## src/hdl/rgbhsv_pkg.sv

```systemverilog
// Shared types and constants for the RGB to HSV converter.
package rgbhsv_pkg;

  // Field widths
  localparam int unsigned ChanW  = 8;
  localparam int unsigned HueW   = 15;
  localparam int unsigned SatW   = 13;
  // Divider widths: dividend, quotient bits (one per cell), pre-shifted divisor
  localparam int unsigned NumW   = 23;
  localparam int unsigned QuoW   = 15;
  localparam int unsigned DenShW = ChanW + QuoW - 1;
  // Branch offset term width (t ranges to just under 5*255 in the blue branch)
  localparam int unsigned TermW  = 11;

  // Fixed-point constants: sixty degrees and a full turn, times 64
  localparam logic [NumW-1:0] HueSixty = NumW'(3840);
  localparam logic [HueW-1:0] HueFull  = HueW'(23040);
  // Saturation scale shift (times 4096)
  localparam int unsigned SatShift = 12;

  typedef struct packed {
    logic [ChanW-1:0] red;
    logic [ChanW-1:0] green;
    logic [ChanW-1:0] blue;
  } pixel_t;

  typedef struct packed {
    logic [HueW-1:0]  hue;
    logic [SatW-1:0]  saturation;
    logic [ChanW-1:0] brightness;
  } hsv_t;

  // Data moving down the divider chain: two quotients are built in lockstep
  typedef struct packed {
    logic              vld;
    logic              neg;
    logic [ChanW-1:0]  mx;
    logic [NumW-1:0]   hrem;
    logic [DenShW-1:0] hden;
    logic [QuoW-1:0]   hquo;
    logic [NumW-1:0]   srem;
    logic [DenShW-1:0] sden;
    logic [QuoW-1:0]   squo;
  } cell_t;

endpackage

```

## src/hdl/rgbhsv_front.sv

```systemverilog
// Input stage: finds max/min, picks the hue branch and forms both dividends.
module rgbhsv_front import rgbhsv_pkg::*; (
  input  logic   clk,
  input  logic   rst,
  input  logic   start,
  input  pixel_t pixel,
  output cell_t  cell_out
);

  logic [ChanW-1:0] r, g, b, mx, mn, d;
  logic [TermW-1:0] term;
  logic             neg;
  logic [ChanW-1:0] hden, sden;
  cell_t            stage_next;
  cell_t            stage;

  assign r = pixel.red;
  assign g = pixel.green;
  assign b = pixel.blue;

  // Find the extremes
  always_comb begin
    mx = r;
    mn = r;
    if (g > mx) mx = g;
    if (b > mx) mx = b;
    if (g < mn) mn = g;
    if (b < mn) mn = b;
    d = mx - mn;
  end

  // Pick the branch; red wins ties over green, green over blue
  always_comb begin
    neg  = 1'b0;
    term = '0;
    if (mx == r) begin
      if (g < b) begin
        neg  = 1'b1;
        term = TermW'(b - g);
      end else begin
        term = TermW'(g - b);
      end
    end else if (mx == g) begin
      term = TermW'(b) + (TermW'(d) << 1) - TermW'(r);
    end else begin
      term = TermW'(r) + (TermW'(d) << 2) - TermW'(g);
    end
  end

  // Guard zero divisors; the dividend is zero in those cases
  assign hden = (d == '0) ? ChanW'(1) : d;
  assign sden = (mx == '0) ? ChanW'(1) : mx;

  always_comb begin
    stage_next      = '0;
    stage_next.vld  = start;
    stage_next.neg  = neg;
    stage_next.mx   = mx;
    stage_next.hrem = NumW'(term) * HueSixty;
    stage_next.hden = DenShW'(hden) << (QuoW - 1);
    stage_next.hquo = '0;
    stage_next.srem = NumW'(d) << SatShift;
    stage_next.sden = DenShW'(sden) << (QuoW - 1);
    stage_next.squo = '0;
  end

  // Register the item
  always_ff @(posedge clk) begin
    if (rst) begin
      stage <= '0;
    end else begin
      stage <= stage_next;
    end
  end

  assign cell_out = stage;

endmodule

```

## src/hdl/rgbhsv_cell.sv

```systemverilog
// One restoring-division cell: settles one quotient bit of each divider.
module rgbhsv_cell import rgbhsv_pkg::*; (
  input  logic  clk,
  input  logic  rst,
  input  cell_t cell_in,
  output cell_t cell_out
);

  logic  hge, sge;
  cell_t stage_next;
  cell_t stage;

  // Trial subtract against the divisor aligned to this bit
  assign hge = cell_in.hrem >= NumW'(cell_in.hden);
  assign sge = cell_in.srem >= NumW'(cell_in.sden);

  always_comb begin
    stage_next      = cell_in;
    stage_next.hrem = hge ? cell_in.hrem - NumW'(cell_in.hden) : cell_in.hrem;
    stage_next.srem = sge ? cell_in.srem - NumW'(cell_in.sden) : cell_in.srem;
    stage_next.hquo = {cell_in.hquo[QuoW-2:0], hge};
    stage_next.squo = {cell_in.squo[QuoW-2:0], sge};
    stage_next.hden = cell_in.hden >> 1;
    stage_next.sden = cell_in.sden >> 1;
  end

  // Advance to the neighbor
  always_ff @(posedge clk) begin
    if (rst) begin
      stage <= '0;
    end else begin
      stage <= stage_next;
    end
  end

  assign cell_out = stage;

endmodule

```

## src/hdl/rgbhsv_back.sv

```systemverilog
// Output stage: wraps negative hue and registers the result strobe.
module rgbhsv_back import rgbhsv_pkg::*; (
  input  logic  clk,
  input  logic  rst,
  input  cell_t cell_in,
  output logic  done,
  output hsv_t  result
);

  logic [HueW-1:0] q;
  hsv_t            res_next;
  hsv_t            res;
  logic            vld;

  assign q = cell_in.hquo;

  // Wrap a negative red-branch hue into one turn
  always_comb begin
    res_next.hue        = (cell_in.neg && (q != '0)) ? HueFull - q : q;
    res_next.saturation = cell_in.squo[SatW-1:0];
    res_next.brightness = cell_in.mx;
  end

  always_ff @(posedge clk) begin
    if (rst) begin
      vld <= 1'b0;
    end else begin
      vld <= cell_in.vld;
    end
  end

  // Hold payload for the strobe cycle
  always_ff @(posedge clk) begin
    res <= res_next;
  end

  assign done   = vld;
  assign result = res;

endmodule

```

## src/hdl/rgb_to_hsv_convert_top.sv

```systemverilog
// RGB to HSV converter: front stage, chain of division cells, output stage.
// Done and result pass 17 registers: 1 front, 15 cells, 1 back; the front loads
// at the accepting edge itself.
// Throughput: one item per clock; busy is always low, every cycle may accept.
// Each quotient bit is settled by its own cell, so the chain length sets latency.
// Reset (rst, synchronous) clears all valid flags; no result strobes follow it.
module rgb_to_hsv_convert_top import rgbhsv_pkg::*; (
  input  logic   clk,
  input  logic   rst,
  input  logic   start,
  output logic   busy,
  input  pixel_t pixel,
  output logic   done,
  output hsv_t   result
);

  cell_t chain [QuoW+1];

  assign busy = 1'b0;

  rgbhsv_front u_front (
    .clk      (clk),
    .rst      (rst),
    .start    (start),
    .pixel    (pixel),
    .cell_out (chain[0])
  );

  // Build the divider chain, one cell per quotient bit
  for (genvar i = 0; i < QuoW; i++) begin : g_cell
    rgbhsv_cell u_cell (
      .clk      (clk),
      .rst      (rst),
      .cell_in  (chain[i]),
      .cell_out (chain[i+1])
    );
  end

  rgbhsv_back u_back (
    .clk     (clk),
    .rst     (rst),
    .cell_in (chain[QuoW]),
    .done    (done),
    .result  (result)
  );

endmodule

```

## config.mk

```make
export PLATFORM = sky130hd
export DESIGN_NAME = rgb_to_hsv_convert_top
export DESIGN_NICKNAME = d
export VERILOG_FILES = /design/src/hdl/rgbhsv_pkg.sv /design/src/hdl/rgbhsv_front.sv /design/src/hdl/rgbhsv_cell.sv /design/src/hdl/rgbhsv_back.sv /design/src/hdl/rgb_to_hsv_convert_top.sv
export SDC_FILE = /design/constraint.sdc
export NUM_CORES = 2
export LEC_CHECK = 0
export BUFFER_PORTS_ARGS = -buffer_cell sky130_fd_sc_hd__buf_2
export CAP_MARGIN = 20
export CORE_MARGIN = 2
export CORE_UTILIZATION = 53
export CTS_BUF_LIST = sky130_fd_sc_hd__clkbuf_4
export CTS_CLUSTER_SIZE = 10
export DETAILED_ROUTE_END_ITERATION = 10
export PLACE_DENSITY_LB_ADDON = 0.12
export SYNTH_ARGS = -nofsm -noshare
export SYNTH_HDL_FRONTEND = slang
export SYNTH_SLANG_ARGS = --single-unit
```

## constraint.sdc

```tcl
create_clock -name clk -period 10.8 [get_ports clk]
set_input_delay 2.16 -clock clk [delete_from_list [all_inputs] [get_ports clk]]
set_output_delay 2.16 -clock clk [all_outputs]
set_load 0.05 [all_outputs]
```

==> impl_metrics.json <==
{
  "via_count": 35500,
  "ys_seq_area_frac": 0.457,
  "layout_commonest_cell": "dfxtp_1",
  "final_hold_viol_count": 0,
  "io_pins": 65,
  "setup_viol": 0,
  "post-cts-setup-buffer-count": 0,
  "min_path_type": "register to register",
  "root_buffer": "clkbuf_4",
  "final_cell_mix": "1,129 x dfxtp_1, 859 x nor2_1, 476 x nor2b_1",
  "cp_slowest_cell": "fa_1",
  "dp_hpwl_um": 71200,
  "die_w_um": 309,
  "final_net_count": 6207,
  "synth_nets": 5821,
  "synth_top_family_by_area": "simple AND/OR/NAND/NOR gates",
  "avgSynthCellArea_um2": 9.15,
  "final_util": 0.603,
  "worst-setup-path-type": "input port to register",
  "start_util": 0.537,
  "synth_flop_cell": "dfxtp_1",
  "end_kind": "register",
  "cp.required_ns": 11.66,
  "drv_cap": 0,
  "final.period_utilization": 0.943,
  "wl_per_cell_um": 13.2,
  "cts_tree": "yes",
  "grt_first_pass_wirelength_um": 160000,
  "gp_routability_congestion": 0.930,
  "drc": 0,
  "drive_gt1_frac": 0.126,
  "synth-seq-cells": 1129,
  "tightestPinTransition_ns": 1.01,
  "outcome": "completed",
  "min_period_ns": 10.18,
  "fin_cells": 7192,
  "clk_pin_slew_ns": 0.06,
  "synth_xor_xnor_area_share": 0.0554,
  "worst_path_largest_cell_delay_ns": 0.55,
  "clockBufferDepth": 4,
  "port_buffers": 63,
  "antenna_found_initial": 3,
  "start_kind": "input port",
  "skew_ns": 0.116,
  "synth_edf_count": 0,
  "grt_overflow_total": 0,
  "relSlewSlack": 0.308,
  "fp.dieH_um": 309,
  "cts.repair.resized": 0,
  "yosys.area_share.adder": 0.109,
  "cp.arrival_ns": 11.04,
  "rsz0062_at_grt": "no",
  "synthMuxAreaShare": 0.0199,
  "drt.antenna.violating_nets": 0,
  "cts_made_buffers": 300,
  "cts_hold_buf": 0,
  "first_pass_iters": 5,
  "slew_viol_final": 0,
  "synth_cells": 5400,
  "syn2layout_area_growth_pct": 12.4,
  "cts.sinks": 1129,
  "die_area_um2": 95700,
  "drt-initial-drc-count": 1451,
  "ys_warn_count": 0,
  "via_per_inst": 4.94,
  "grtUsageTotal": 0.202,
  "synth_compound_area_frac": 0.102,
  "dp.cells": 6722,
  "async_reset_ff_frac": 0,
  "clock_latency_ns": 1.12,
  "ys_types": 90,
  "syn-cell-area_um2": 49400,
  "grt_max_degree": 186,
  "num_rows": 111,
  "cts_htree_levels": 5,
  "synth_simple_gate_area_frac": 0.212,
  "grt_pass1_vias": 35100,
  "hold_slack_ns": 0.327,
  "fmax_mhz": 98.2,
  "fin_area_um2": 55500,
  "finalWirelength_um": 95000,
  "placed_area_um2": 52200,
  "critPathMaxFanout": 7,
  "core_region_area_um2": 92100
}
[cells in the mapped netlist, types with 61 or more instances]
cell / n / area (um2)
a21o_1: 129 / 968
a21oi_1: 213 / 1070
clkbuf_1: 157 / 589
dfxtp_1: 1129 / 22600
ha_1: 335 / 4190
inv_1: 418 / 1570
mux2i_1: 95 / 951
nand2_1: 236 / 886
nand2b_1: 61 / 382
nor2_1: 859 / 3220
nor2b_1: 476 / 2980
nor3_1: 120 / 601
nor4_1: 66 / 413
o21ai_0: 181 / 906
xnor2_1: 204 / 1790
xor2_1: 106 / 928
[critical path, delay by kind of cell]
kind / cells / cell delay (ns)
XOR/XNOR: 1 / 0.17
AO/OA/AOI/OAI: 18 / 3.20
adder cells (fa/ha/maj): 9 / 3.50
buffers and inverters: 8 / 0.88
AND/OR/NAND/NOR: 9 / 1.16
[sequential cells by signal, summed over array words and instances (netlist names)]
name                    flops
g_cell.u_cell.cell_out   1043
u_back.done                 1
u_back.result              36
u_front.cell_out           49
[layout make-up]
cell class / count / area [um2]
fill: 8255 / 36500
multi-input combinational: 3682 / 24700
sequential: 1129 / 22600
clock buffer: 396 / 2970
timing repair buffer: 254 / 1810
inverter: 419 / 1570
tap: 1243 / 1560
clock inverter: 64 / 308
antenna: 5 / 12.5
[path summary, 6_finish.rpt]
kind                              startpoint                             end  slack [ns]  cells after the start
min          g_cell[14].u_cell.cell_out[125]                u_back.result[5]        0.33                      0
max reg2reg   g_cell[4].u_cell.cell_out[106]  g_cell[5].u_cell.cell_out[119]        6.93                     15
min reg2reg  g_cell[14].u_cell.cell_out[125]                u_back.result[5]        0.33                      0
max                                pixel[13]           u_front.cell_out[119]        0.62                     45
[cell families after synthesis]
| logic type | after synthesis |
|---|---|
| other | 1 |
| AND/OR/NAND/NOR | 2102 |
| flip-flops | 1129 |
| XOR/XNOR | 311 |
| adder cells (fa/ha/maj) | 394 |
| AO/OA/AOI/OAI | 776 |
| multiplexers | 98 |
| buffers and inverters | 589 |
[per-layer routing]
metal / global-route usage / part of all wire / up-vias
li1: - / - / 18800
met1: 0.225 / 0.43 / 16000
met2: 0.368 / 0.50 / 492
met3: 0.0376 / 0.031 / 223
met4: 0.0962 / 0.033 / 0
met5: 0 / 0 / -
[metrics by stage]
step,setup slack [ns],setup TNS (ns)
final,0.617,0
after global routing,0.0632,0
after CTS,0.765,0
after detailed placement,-0.358,-0.846
after global placement,-0.200,-0.335
after floorplan,0.0101,0
Power is not shown: default switching activity piles up to over one toggle a cycle in this logic, so the estimate is an artifact.
